<file path="src/hdl/button_press_classifier_core_macros.svh">
// Assertion macros for the button press classifier core.
`ifndef BUTTON_PRESS_CLASSIFIER_CORE_MACROS_SVH
`define BUTTON_PRESS_CLASSIFIER_CORE_MACROS_SVH

// Check a property on every clock edge outside reset.
`define BPC_ASSERT(lbl, prop, msg) \
  lbl: assert property (@(posedge clk_i) disable iff (!rst_ni) (prop)) else $error(msg);

// Check that a condition implies a consequence on the next clock edge.
`define BPC_ASSERT_NEXT(lbl, ante, cons, msg) \
  lbl: assert property (@(posedge clk_i) disable iff (!rst_ni) (ante) |=> (cons)) \
    else $error(msg);

`endif

</file>
<file path="src/hdl/bpc_pkg.sv">
// Types and constants shared by the button press classifier core.
package bpc_pkg;

  localparam int unsigned BUTTONS = 16;
  localparam logic [15:0] GROUP_MASK =
      (BUTTONS >= 16) ? 16'hFFFF : 16'((32'd1 << BUTTONS) - 32'd1);

  localparam logic [2:0] PH_IDLE   = 3'd0;
  localparam logic [2:0] PH_BOUNCE = 3'd1;
  localparam logic [2:0] PH_SHORT  = 3'd2;
  localparam logic [2:0] PH_SREL   = 3'd3;
  localparam logic [2:0] PH_LONG   = 3'd4;
  localparam logic [2:0] PH_LREL   = 3'd5;
  localparam logic [2:0] PH_PULSE  = 3'd6;

  localparam logic [2:0] EV_NONE        = 3'd0;
  localparam logic [2:0] EV_SHORT_PRESS = 3'd1;
  localparam logic [2:0] EV_SHORT_REL   = 3'd2;
  localparam logic [2:0] EV_LONG_PRESS  = 3'd3;
  localparam logic [2:0] EV_LONG_REL    = 3'd4;
  localparam logic [2:0] EV_PULSE       = 3'd5;

  localparam logic [1:0] CFG_SHORT_PRESS  = 2'd0;
  localparam logic [1:0] CFG_LONG_PRESS   = 2'd1;
  localparam logic [1:0] CFG_REPEAT_PER   = 2'd2;

  typedef struct packed {
    logic [15:0] key_mask;
    logic [31:0] now_ms;
  } bpc_in_t;

  typedef struct packed {
    logic [2:0]  event_res;
    logic [2:0]  phase;
    logic [15:0] held_mask;
    logic [31:0] held_time;
    logic [31:0] idle_time;
    logic [15:0] pulses;
  } bpc_out_t;

endpackage

</file>
<file path="src/hdl/button_press_classifier_core.sv">
// Button press classifier: debounce, short/long press and auto-repeat.
//
// Usage:
//   Input channel (in_valid_i/in_ready_o/in_data_i) takes one sample tick per
//   transaction: the button mask and the free-running millisecond time.
//   Output channel (out_valid_o/out_ready_i/out_data_o) gives exactly one
//   result per tick: event, phase, latched mask, held and idle times, pulses.
//   Configuration port (cfg_we_i/cfg_idx_i/cfg_data_i) writes the short press,
//   long press and repeat period thresholds; write only while idle.
// Data path: an accepted tick waits in the input register, then passes through
//   the classifier logic into the result register.
// Throughput: one tick per cycle unless out_ready_i stalls, set by the single
//   pass from the input register through the phase update into the result register.
// Reset: phase returns to idle, accumulators, latched mask, pulse target and
//   last time clear, thresholds return to 50, 1000 and 250 ms, both stages
//   empty.
// Stall: while out_ready_i is low the result holds; one more tick waits in
//   the input register, after that in_ready_o drops.
`include "button_press_classifier_core_macros.svh"

module button_press_classifier_core
  import bpc_pkg::*;
(
  input  logic        clk_i,
  input  logic        rst_ni,
  input  logic        in_valid_i,
  output logic        in_ready_o,
  input  bpc_in_t     in_data_i,
  output logic        out_valid_o,
  input  logic        out_ready_i,
  output bpc_out_t    out_data_o,
  input  logic        cfg_we_i,
  input  logic [1:0]  cfg_idx_i,
  input  logic [15:0] cfg_data_i
);

  logic [15:0] short_ms_q, long_ms_q, repeat_ms_q;

  logic        s1_valid_q;
  bpc_in_t     s1_q;
  logic        out_valid_q;
  bpc_out_t    out_q;
  logic        advance;

  logic [2:0]  phase_q, phase_d;
  logic [15:0] latched_q, latched_d;
  logic [31:0] held_q, held_d;
  logic [31:0] idle_q, idle_d;
  logic [15:0] pulse_q, pulse_d;
  logic [31:0] next_at_q, next_at_d;
  logic [31:0] last_q;
  logic [2:0]  event_d;

  assign advance     = s1_valid_q && (!out_valid_q || out_ready_i);
  assign in_ready_o  = !s1_valid_q || advance;
  assign out_valid_o = out_valid_q;
  assign out_data_o  = out_q;

  always_ff @(posedge clk_i or negedge rst_ni) begin
    if (!rst_ni) begin
      short_ms_q  <= 16'd50;
      long_ms_q   <= 16'd1000;
      repeat_ms_q <= 16'd250;
    end else if (cfg_we_i) begin
      unique case (cfg_idx_i)
        CFG_SHORT_PRESS: short_ms_q  <= cfg_data_i;
        CFG_LONG_PRESS:  long_ms_q   <= cfg_data_i;
        CFG_REPEAT_PER:  repeat_ms_q <= cfg_data_i;
        default: ;
      endcase
    end
  end

  always_comb begin
    logic [15:0] mask;
    logic [31:0] delta;
    mask      = s1_q.key_mask & GROUP_MASK;
    delta     = s1_q.now_ms - last_q;
    phase_d   = phase_q;
    latched_d = latched_q;
    held_d    = held_q;
    idle_d    = idle_q;
    pulse_d   = pulse_q;
    next_at_d = next_at_q;
    event_d   = EV_NONE;

    if (latched_q != 16'd0) begin
      held_d = held_q + delta;
    end else begin
      idle_d = idle_q + delta;
    end

    if (phase_q == PH_SREL || phase_q == PH_LREL) begin
      latched_d = 16'd0;
      held_d    = 32'd0;
      idle_d    = 32'd0;
      pulse_d   = 16'd0;
      phase_d   = PH_IDLE;
    end else if (phase_q == PH_PULSE) begin
      phase_d = PH_LONG;
    end

    unique case (phase_d)
      PH_IDLE: begin
        if (mask != 16'd0) begin
          held_d    = 32'd0;
          pulse_d   = 16'd0;
          latched_d = mask;
          phase_d   = PH_BOUNCE;
        end
      end
      PH_BOUNCE: begin
        if (mask != latched_d) begin
          latched_d = 16'd0;
          held_d    = 32'd0;
          idle_d    = 32'd0;
          pulse_d   = 16'd0;
          phase_d   = PH_IDLE;
        end else if (held_d >= {16'd0, short_ms_q}) begin
          phase_d = PH_SHORT;
          event_d = EV_SHORT_PRESS;
        end
      end
      PH_SHORT: begin
        if (mask == 16'd0) begin
          phase_d = PH_SREL;
          event_d = EV_SHORT_REL;
        end else if (held_d >= {16'd0, long_ms_q}) begin
          next_at_d = held_d + {16'd0, repeat_ms_q};
          phase_d   = PH_LONG;
          event_d   = EV_LONG_PRESS;
        end
      end
      PH_LONG: begin
        if (mask == 16'd0) begin
          phase_d = PH_LREL;
          event_d = EV_LONG_REL;
        end else if (held_d >= next_at_q) begin
          next_at_d = held_d + {16'd0, repeat_ms_q};
          if (pulse_d != 16'hFFFF) begin
            pulse_d = pulse_d + 16'd1;
          end
          phase_d = PH_PULSE;
          event_d = EV_PULSE;
        end
      end
      default: begin
        latched_d = 16'd0;
        held_d    = 32'd0;
        idle_d    = 32'd0;
        pulse_d   = 16'd0;
        phase_d   = PH_IDLE;
      end
    endcase
  end

  always_ff @(posedge clk_i or negedge rst_ni) begin
    if (!rst_ni) begin
      s1_valid_q  <= 1'b0;
      out_valid_q <= 1'b0;
      phase_q     <= PH_IDLE;
      latched_q   <= 16'd0;
      held_q      <= 32'd0;
      idle_q      <= 32'd0;
      pulse_q     <= 16'd0;
      next_at_q   <= 32'd0;
      last_q      <= 32'd0;
    end else begin
      if (in_ready_o) begin
        s1_valid_q <= in_valid_i;
      end
      if (advance) begin
        out_valid_q <= 1'b1;
        phase_q     <= phase_d;
        latched_q   <= latched_d;
        held_q      <= held_d;
        idle_q      <= idle_d;
        pulse_q     <= pulse_d;
        next_at_q   <= next_at_d;
        last_q      <= s1_q.now_ms;
      end else if (out_ready_i) begin
        out_valid_q <= 1'b0;
      end
    end
  end

  always_ff @(posedge clk_i) begin
    if (in_ready_o && in_valid_i) begin
      s1_q <= in_data_i;
    end
    if (advance) begin
      out_q.event_res <= event_d;
      out_q.phase     <= phase_d;
      out_q.held_mask <= latched_d;
      out_q.held_time <= held_d;
      out_q.idle_time <= idle_d;
      out_q.pulses    <= pulse_d;
    end
  end

  `BPC_ASSERT(a_idle_mask, (phase_q == PH_IDLE) == (latched_q == 16'd0), "idle/mask mismatch")
  `BPC_ASSERT(a_pulse_cnt, !(out_valid_q && out_q.phase == PH_PULSE) || (out_q.pulses != 16'd0), "pulse phase with zero count")
  `BPC_ASSERT(a_short_ev, !(out_valid_q && out_q.event_res == EV_SHORT_PRESS) || (out_q.phase == PH_SHORT), "short press event outside short phase")
  `BPC_ASSERT_NEXT(a_adv_out, advance, out_valid_q, "result lost after advance")

endmodule

</file>
<file path="config.mk">
export PLATFORM = sky130hd
export DESIGN_NAME = button_press_classifier_core
export DESIGN_NICKNAME = d
export VERILOG_FILES = /design/src/hdl/bpc_pkg.sv /design/src/hdl/button_press_classifier_core.sv
export VERILOG_INCLUDE_DIRS = /design/src /design/src/hdl
export SDC_FILE = /design/constraint.sdc
export NUM_CORES = 1
export LEC_CHECK = 0
export BUFFER_PORTS_ARGS = -buffer_cell sky130_fd_sc_hd__clkbuf_2
export CAP_MARGIN = 20
export CELL_PAD_IN_SITES_DETAIL_PLACEMENT = 1
export CELL_PAD_IN_SITES_GLOBAL_PLACEMENT = 2
export CORE_MARGIN = 2
export CORE_UTILIZATION = 25
export CTS_CLUSTER_SIZE = 40
export DETAILED_ROUTE_END_ITERATION = 8
export GPL_ROUTABILITY_DRIVEN = 0
export GPL_TIMING_DRIVEN = 0
export PLACE_DENSITY = 0.53
export RECOVER_POWER = 100
export SYNTH_ARGS = -nofsm -noshare
export SYNTH_HDL_FRONTEND = slang
export SYNTH_SLANG_ARGS = --single-unit
</file>
<file path="constraint.sdc">
create_clock -name clk_i -period 15.3 [get_ports clk_i]
set_input_delay 1.53 -clock clk_i [delete_from_list [all_inputs] [get_ports clk_i]]
set_output_delay 1.53 -clock clk_i [all_outputs]
set_load 0.05 [all_outputs]
</file>
### Word level (Yosys, flattened, before mapping)

Cells that the tools add are included.

* flip-flop bits (word level): 363
* bits of input ports: 71
* output and inout port bits: 104
* word-level logic and storage cells: 106

* add/sub/neg operators: 5
* order comparisons: 3
* equality and inequality tests: 14
* muxes and demuxes: 44
* reductions and logical operators: 20

Operators by type and width (count)
* 32-bit two-way mux: 11
* 16-bit two-way mux: 9
* 32-bit case mux with 2 select lines: 2
* 32-bit case mux with 3 select lines: 1
* 32-bit adder: 2
* 32-bit by 16-bit >= comparator with 1-bit output: 2
* 16-bit case mux with 4 select lines: 1
* 16-bit case mux with 3 select lines: 1
* 3-bit two-way mux: 11
* 32-bit by 16-bit adder with 32-bit output: 1
* 32-bit >= comparator: 1
* 16-bit nonzero test: 2
* 32-bit subtractor: 1
* 16-bit by 1-bit adder with 16-bit output (second input constant): 1
* 16-bit logical NOT: 1
* 16-bit inequality test: 1
* 16-bit inequality test (second input constant): 1
* 3-bit case mux with 4 select lines: 1
* 3-bit equality test (second input constant): 3
* 3-bit case mux with 3 select lines: 1
* 2-bit inequality test (second input constant): 4
* 3-bit by 2-bit equality test with 1-bit output (second input constant): 2
* 2-bit AND reduction: 3
* 6-bit AND reduction: 1
* other kinds (13): 22

### Logic depth before layout (Yosys ltp)

* word-level depth: 8
* mapped depth: 37
* depth with buffers taken out: 36

### Least setup slack after synthesis

OpenSTA, ideal clock, no wires.

* path type: flip-flop to flip-flop
* from: register last_q[0]
* to: register out_q, in the netlist out_data_o[99], data pin
* setup time: 270 ps
* arrival: 7006 ps
* data required time: 15030 ps
* setup slack: 8024 ps
* cell stages (with the launch flop): 35
* buffers on the path: 1
* period minus slack after synthesis: 7276 ps
* cells stage by stage: dfrtp_1 > ha_1 > fa_1 > nor2b_1 > o21ai_0 > a21boi_0 > o21ai_0 > a21boi_0 > o21ai_0 > a311oi_1 > o211ai_1 > a31oi_1 > xnor2_1 > ha_1 > buf_2 > a21o_1 > a21o_1 > a2111oi_2 > nand3_1 > a21o_1 > xnor2_1 > a21o_1 > inv_1 > ha_1 > a21o_1 > a21o_1 > a21oi_1 > o21ai_0 > a211oi_1 > o21ai_0 > nor2b_1 > and2_1 > or4_1 > o22ai_1 > o21ai_0

* word-level cells in the longest chain between the ends: 8
* elaborated cells between the ends (all ways): 14
* classes of those cells: 2 x add/sub; 3 x order compare; 9 x mux

RTL lines
* start: declaration: RTL line button_press_classifier_core.sv:51 `logic [31:0] last_q;`
* start signal: assignment: RTL line button_press_classifier_core.sv:180 `last_q <= s1_q.now_ms;`
* 32-bit subtractor *: RTL line button_press_classifier_core.sv:78 `delta = s1_q.now_ms - last_q;`
* 32-bit adder *: RTL line button_press_classifier_core.sv:88 `held_d = held_q + delta;`
* 32-bit two-way mux *: RTL line button_press_classifier_core.sv:87 `if (latched_q != 16'd0) begin`
* 32-bit two-way mux *: RTL line button_press_classifier_core.sv:93 `if (phase_q == PH_SREL || phase_q == PH_LREL) begin`
* 32-bit >= comparator (tied with other cells): RTL line button_press_classifier_core.sv:138 `end else if (held_d >= next_at_q) begin`
* 3-bit two-way mux (tied with other cells): RTL line button_press_classifier_core.sv:138
* 3-bit two-way mux (tied with other cells): RTL line button_press_classifier_core.sv:135 `if (mask == 16'd0) begin`
* 3-bit case mux with 3 select lines *: RTL line button_press_classifier_core.sv:103 `unique case (phase_d)`
* net event_d[0]: RTL line button_press_classifier_core.sv:52 `logic [2:0] event_d;`
* end: declaration: RTL line button_press_classifier_core.sv:42 `bpc_out_t out_q;`

Mark *: on every way through the listed nets, which the timed path passes. The rest lies on a longest branch.
A chain may end at the register's enable or synchronous reset.

### Final worst setup path

* from: register s1_q[0] (netlist name)
* to: register next_at_q[12]

* word-level cells in the longest chain between the ends: 8
* elaborated cells between the ends (all ways): 15
* classes of those cells: 3 x add/sub; 2 x order compare; 2 x eq/ne; 7 x mux; 1 x reduce/logical

RTL lines
* start: declaration: RTL line button_press_classifier_core.sv:40 `bpc_in_t s1_q;`
* start signal: assignment: RTL line button_press_classifier_core.sv:189 `s1_q <= in_data_i;`
* 32-bit subtractor *: RTL line button_press_classifier_core.sv:78
* 32-bit adder *: RTL line button_press_classifier_core.sv:88
* 32-bit two-way mux *: RTL line button_press_classifier_core.sv:87
* 32-bit two-way mux *: RTL line button_press_classifier_core.sv:93
* 32-bit by 16-bit adder with 32-bit output: RTL line button_press_classifier_core.sv:129, button_press_classifier_core.sv:139
* 32-bit two-way mux, on equally long branches: RTL line button_press_classifier_core.sv:138, button_press_classifier_core.sv:128
* 32-bit two-way mux, on equally long branches: RTL line button_press_classifier_core.sv:135, button_press_classifier_core.sv:125
* 32-bit case mux with 2 select lines: RTL line button_press_classifier_core.sv:103
* end signal: assignment: RTL line button_press_classifier_core.sv:179 `next_at_q <= next_at_d;`
* end: declaration: RTL line button_press_classifier_core.sv:50 `logic [31:0] next_at_q, next_at_d;`

Every way passes the cells marked *; elsewhere a longest branch is shown, timed or not. The select of a mux whose other input is x is not followed.

==> qor.csv <==
stage,metric,value,unit
floorplan,I/O Pins,175,
clocking,total clock sinks,363,
logic_synthesis,adder-cell area share of the yosys netlist,10.2,%
timing,Rel. slew slack,-271,%
run_status,failing checks,"design-rule violations, max-capacitance violations, max-slew violations",
logic_synthesis,post-synth top area share,22.2,%
critical_path,max incr delay on CP,0.87,ns
timing,Achievable Freq,89.0,MHz
timing,final setup fails,0,
timing,Worst-Margin Slew,5.57,ns
route,routed wire length,80900,microns
critical_path,CP endpoint kind,register,
cells_and_area,Ant. Diodes,0,
logic_synthesis,largest family of logic cells by synthesized area,compound AO/OA/AOI/OAI gates,
global_routing,grt total ovfl,0,
placement,worst slack at placement,4.96,ns
global_routing,GRT Overall Usage,17.6,%
critical_path,startpoint types,register,
placement,dpl hpwl,62100,microns
logic_synthesis,async set-reset flop share out of synthesis,58.7,%
critical_path,critical path startpoint,s1_q[0]$_DFFE_PP_,
job,Max-Cap Viols,7,
cells_and_area,layout cells sized above 1,8.67,%
logic_synthesis,Synth area leaders,"dfrtp_1 (22%), edfxtp_1 (20%), ha_1 (9.8%)",
critical_path,CP Data Required Time,15.77,ns
cells_and_area,Area Growth Syn to Fin,17.2,%
floorplan,# rows,109,
timing,setup TNS,0,ns
timing,Clock Skews,0.0186,ns
logic_synthesis,synthesized area,22300,sq um
critical_path,CP max-delay cell,clkbuf_1,
global_routing,first-pass GRT wire length,123000,microns
hold_path,worst hold path class,reg -> reg,
clocking,clk slew on worst S/H paths,0.06,ns
logic_synthesis,syn_area_per_cell,9.64,sq um
timing,Final Hold Viols,0,
critical_path,Reg2Reg Setup Slack,4.07,ns
route,TritonRoute pass-1 iters,9,
logic_synthesis,post-synthesis compound-gate area fraction,17.4,%
cells_and_area,Post-Route Utilization,29.6,%
global_routing,largest net degree at the start of global routing,96,
floorplan,die height,303,microns
logic_synthesis,"count leader, synth",nand2_1,
route,drt initial violations,794,
floorplan,Die Wd,303,microns
power,Leak Pwr,11.5,nW
clocking,clock root buffer,clkbuf_16,
hold_path,HP Start,last_q[0]$_DFFE_PN0P_,
clocking,# H-tree levels,2,
logic_synthesis,Synth Area in XOR/XNOR,4.39,%
critical_path,cell family with the largest share of critical-path delay,compound AO/OA/AOI/OAI gates,
clocking,post-CTS setup buffer count,0,
timing,unrepaired setup endpoints after global routing,false,
global_routing,via count of the first global-routing pass,19396,
timing,setup slack after layout,4.07,ns
placement,area post-placement,24900,sq um
logic_synthesis,yosys warns,0,
cells_and_area,# nets final,2803,
timing,crit share post-route,73.4,%
clocking,Resize count post-CTS,0,
critical_path,critical path type,reg -> reg,
route,routed len/inst,21.5,microns
logic_synthesis,Post-synth EDFFs,150,
logic_synthesis,multiplexer area fraction after synthesis,4.04,%
run_status,status,"finished, violations left",
clocking,CTS tree,yes,
clocking,hold_buf cts,0,
logic_synthesis,Synth area leader,dfrtp_1,
route,"antenna viol nets, final",0,
logic_synthesis,syn_nets,2567,
floorplan,Starting Density,25.2,%
cells_and_area,post-route cell area,26200,sq um
logic_synthesis,synthesis-stage register bit count,363,
critical_path,"Buf+Inv Stages, Crit Path",4,
clocking,Inserted Clock Buffers,49,
timing,final max-slew violation count,367,
clocking,"Clk Latency, worst-skew pair",0.60,ns
logic_synthesis,Cells after Synth,2317,
route,DRC viols,16,
timing,Period minus WS final,11.23,ns
logic_synthesis,Main synth FF type,dfrtp_1,
route,DR vias/cell,4.84,
floorplan,die footprint,91800,sq um
placement,Port Buffers,174,
power,Pwr Density,229,nW/um^2
critical_path,CP dominant cell by count,o21ai_0,
logic_synthesis,Synth cell types,79,
logic_synthesis,sequential area share after synthesis,44.1,%
power,Max VDD drop,0.103,mV
floorplan,core region area,88500,sq um
clocking,CTS max path bufs,3,
critical_path,CP max FO,10,
global_routing,initial antenna violation count,2,
critical_path,Reg2Reg Launch Point,s1_q[0]$_DFFE_PP_,
critical_path,WP data arrival,11.70,ns
logic_synthesis,"top cells by count, synth","nand2_1 (318), dfrtp_1 (198), ha_1 (175)",
logic_synthesis,post-synthesis simple-gate area fraction,15.7,%
route,Vias,18196,
[state kept, by name, indices dropped and copies added, names as in the netlist]
signal       cells
out_data_o     102
s1_q            48
held_q          32
idle_q          32
last_q          32
next_at_q       32
latched_q       16
long_ms_q       16
pulse_q         16
repeat_ms_q     16
short_ms_q      16
phase_q          3
out_valid_o      1
s1_valid_q       1
[worst min-delay path, delay by kind of cell, from the launching register on]
kind,cells,cell delay (ns)
AOI/OAI and AO/OA,1,0.06
DFF,1,0.34
and+or+nand+nor,1,0.05
[final cells by class]
class | instances | area, sq um
Clock buffer | 75 | 1480
Fill cell | 10167 | 62300
Timing Repair Buffer | 185 | 785
Inverter | 155 | 582
Multi-Input combinational cell | 1709 | 11500
Clock inverter | 17 | 206
Tap cell | 1165 | 1460
Buffer | 90 | 343
Sequential cell | 363 | 9850
[through the flow]
step	cells	hold WS (ns)	power, mW
detailed placement	3667	0.481	4.91
global route	3759	0.523	6.53
finish	3759	0.492	6.00
floorplan	2317	0.454	3.79
CTS	3759	0.495	6.19
global placement	3656	0.472	4.85
[report_power, final]
| part | switching (mW) | internal, mW | leakage (nW) |
|---|---|---|---|
| Combinational | 2.22 | 1.17 | 6.49 |
| Sequential | 0.134 | 1.26 | 4.16 |
| Clock | 0.480 | 0.732 | 0.820 |
[kinds of logic after synthesis]
kind of cell,after synthesis
buf+inv,245
compound gates,600
flops,363
simple gates,735
xor+xnor,112
mux,83
fa+ha+maj,179
[layout by cell type (no fill, tap or decap), types with 44 or more instances in the layout]
| cell type | synthesis | routed |
|---|---|---|
| clkbuf_1 | 65 | 213 |
| inv_1 | 154 | 154 |
| a21o_1 | 88 | 88 |
| a21oi_1 | 143 | 143 |
| clkbuf_16 | 0 | 51 |
| dfrtp_1 | 198 | 198 |
| nand3_1 | 44 | 44 |
| clkbuf_2 | 0 | 62 |
| o21ai_0 | 149 | 155 |
| mux2_2 | 50 | 49 |
| xnor2_1 | 76 | 76 |
| ha_1 | 175 | 175 |
| nand2_1 | 318 | 318 |
| edfxtp_1 | 150 | 150 |
| nor2_1 | 138 | 138 |
[path summary, 6_finish.rpt]
check / endpoint / cells after the start
worst max-delay path: next_at_q[12]$_DFFE_PN0P_ / 37
worst min-delay path: last_q[0]$_DFFE_PN0P_ / 2
worst max register to register: next_at_q[12]$_DFFE_PN0P_ / 37
worst min register to register: last_q[0]$_DFFE_PN0P_ / 2
max in group asynchronous: held_q[6]$_DFFE_PN0P_ / 2
min in group asynchronous: pulse_q[8]$_DFFE_PN0P_ / 1
[routing by layer]
metal / up-vias / global-route usage, % / share of wire, %
met5: - / 0 / 0
met4: 0 / 4.49 / 2.4
met3: 94 / 1.85 / 2.8
met2: 255 / 29.8 / 47
met1: 9044 / 24.0 / 48
li1: 8803 / - / -
Note: power is estimated with default switching activity, not from simulation.
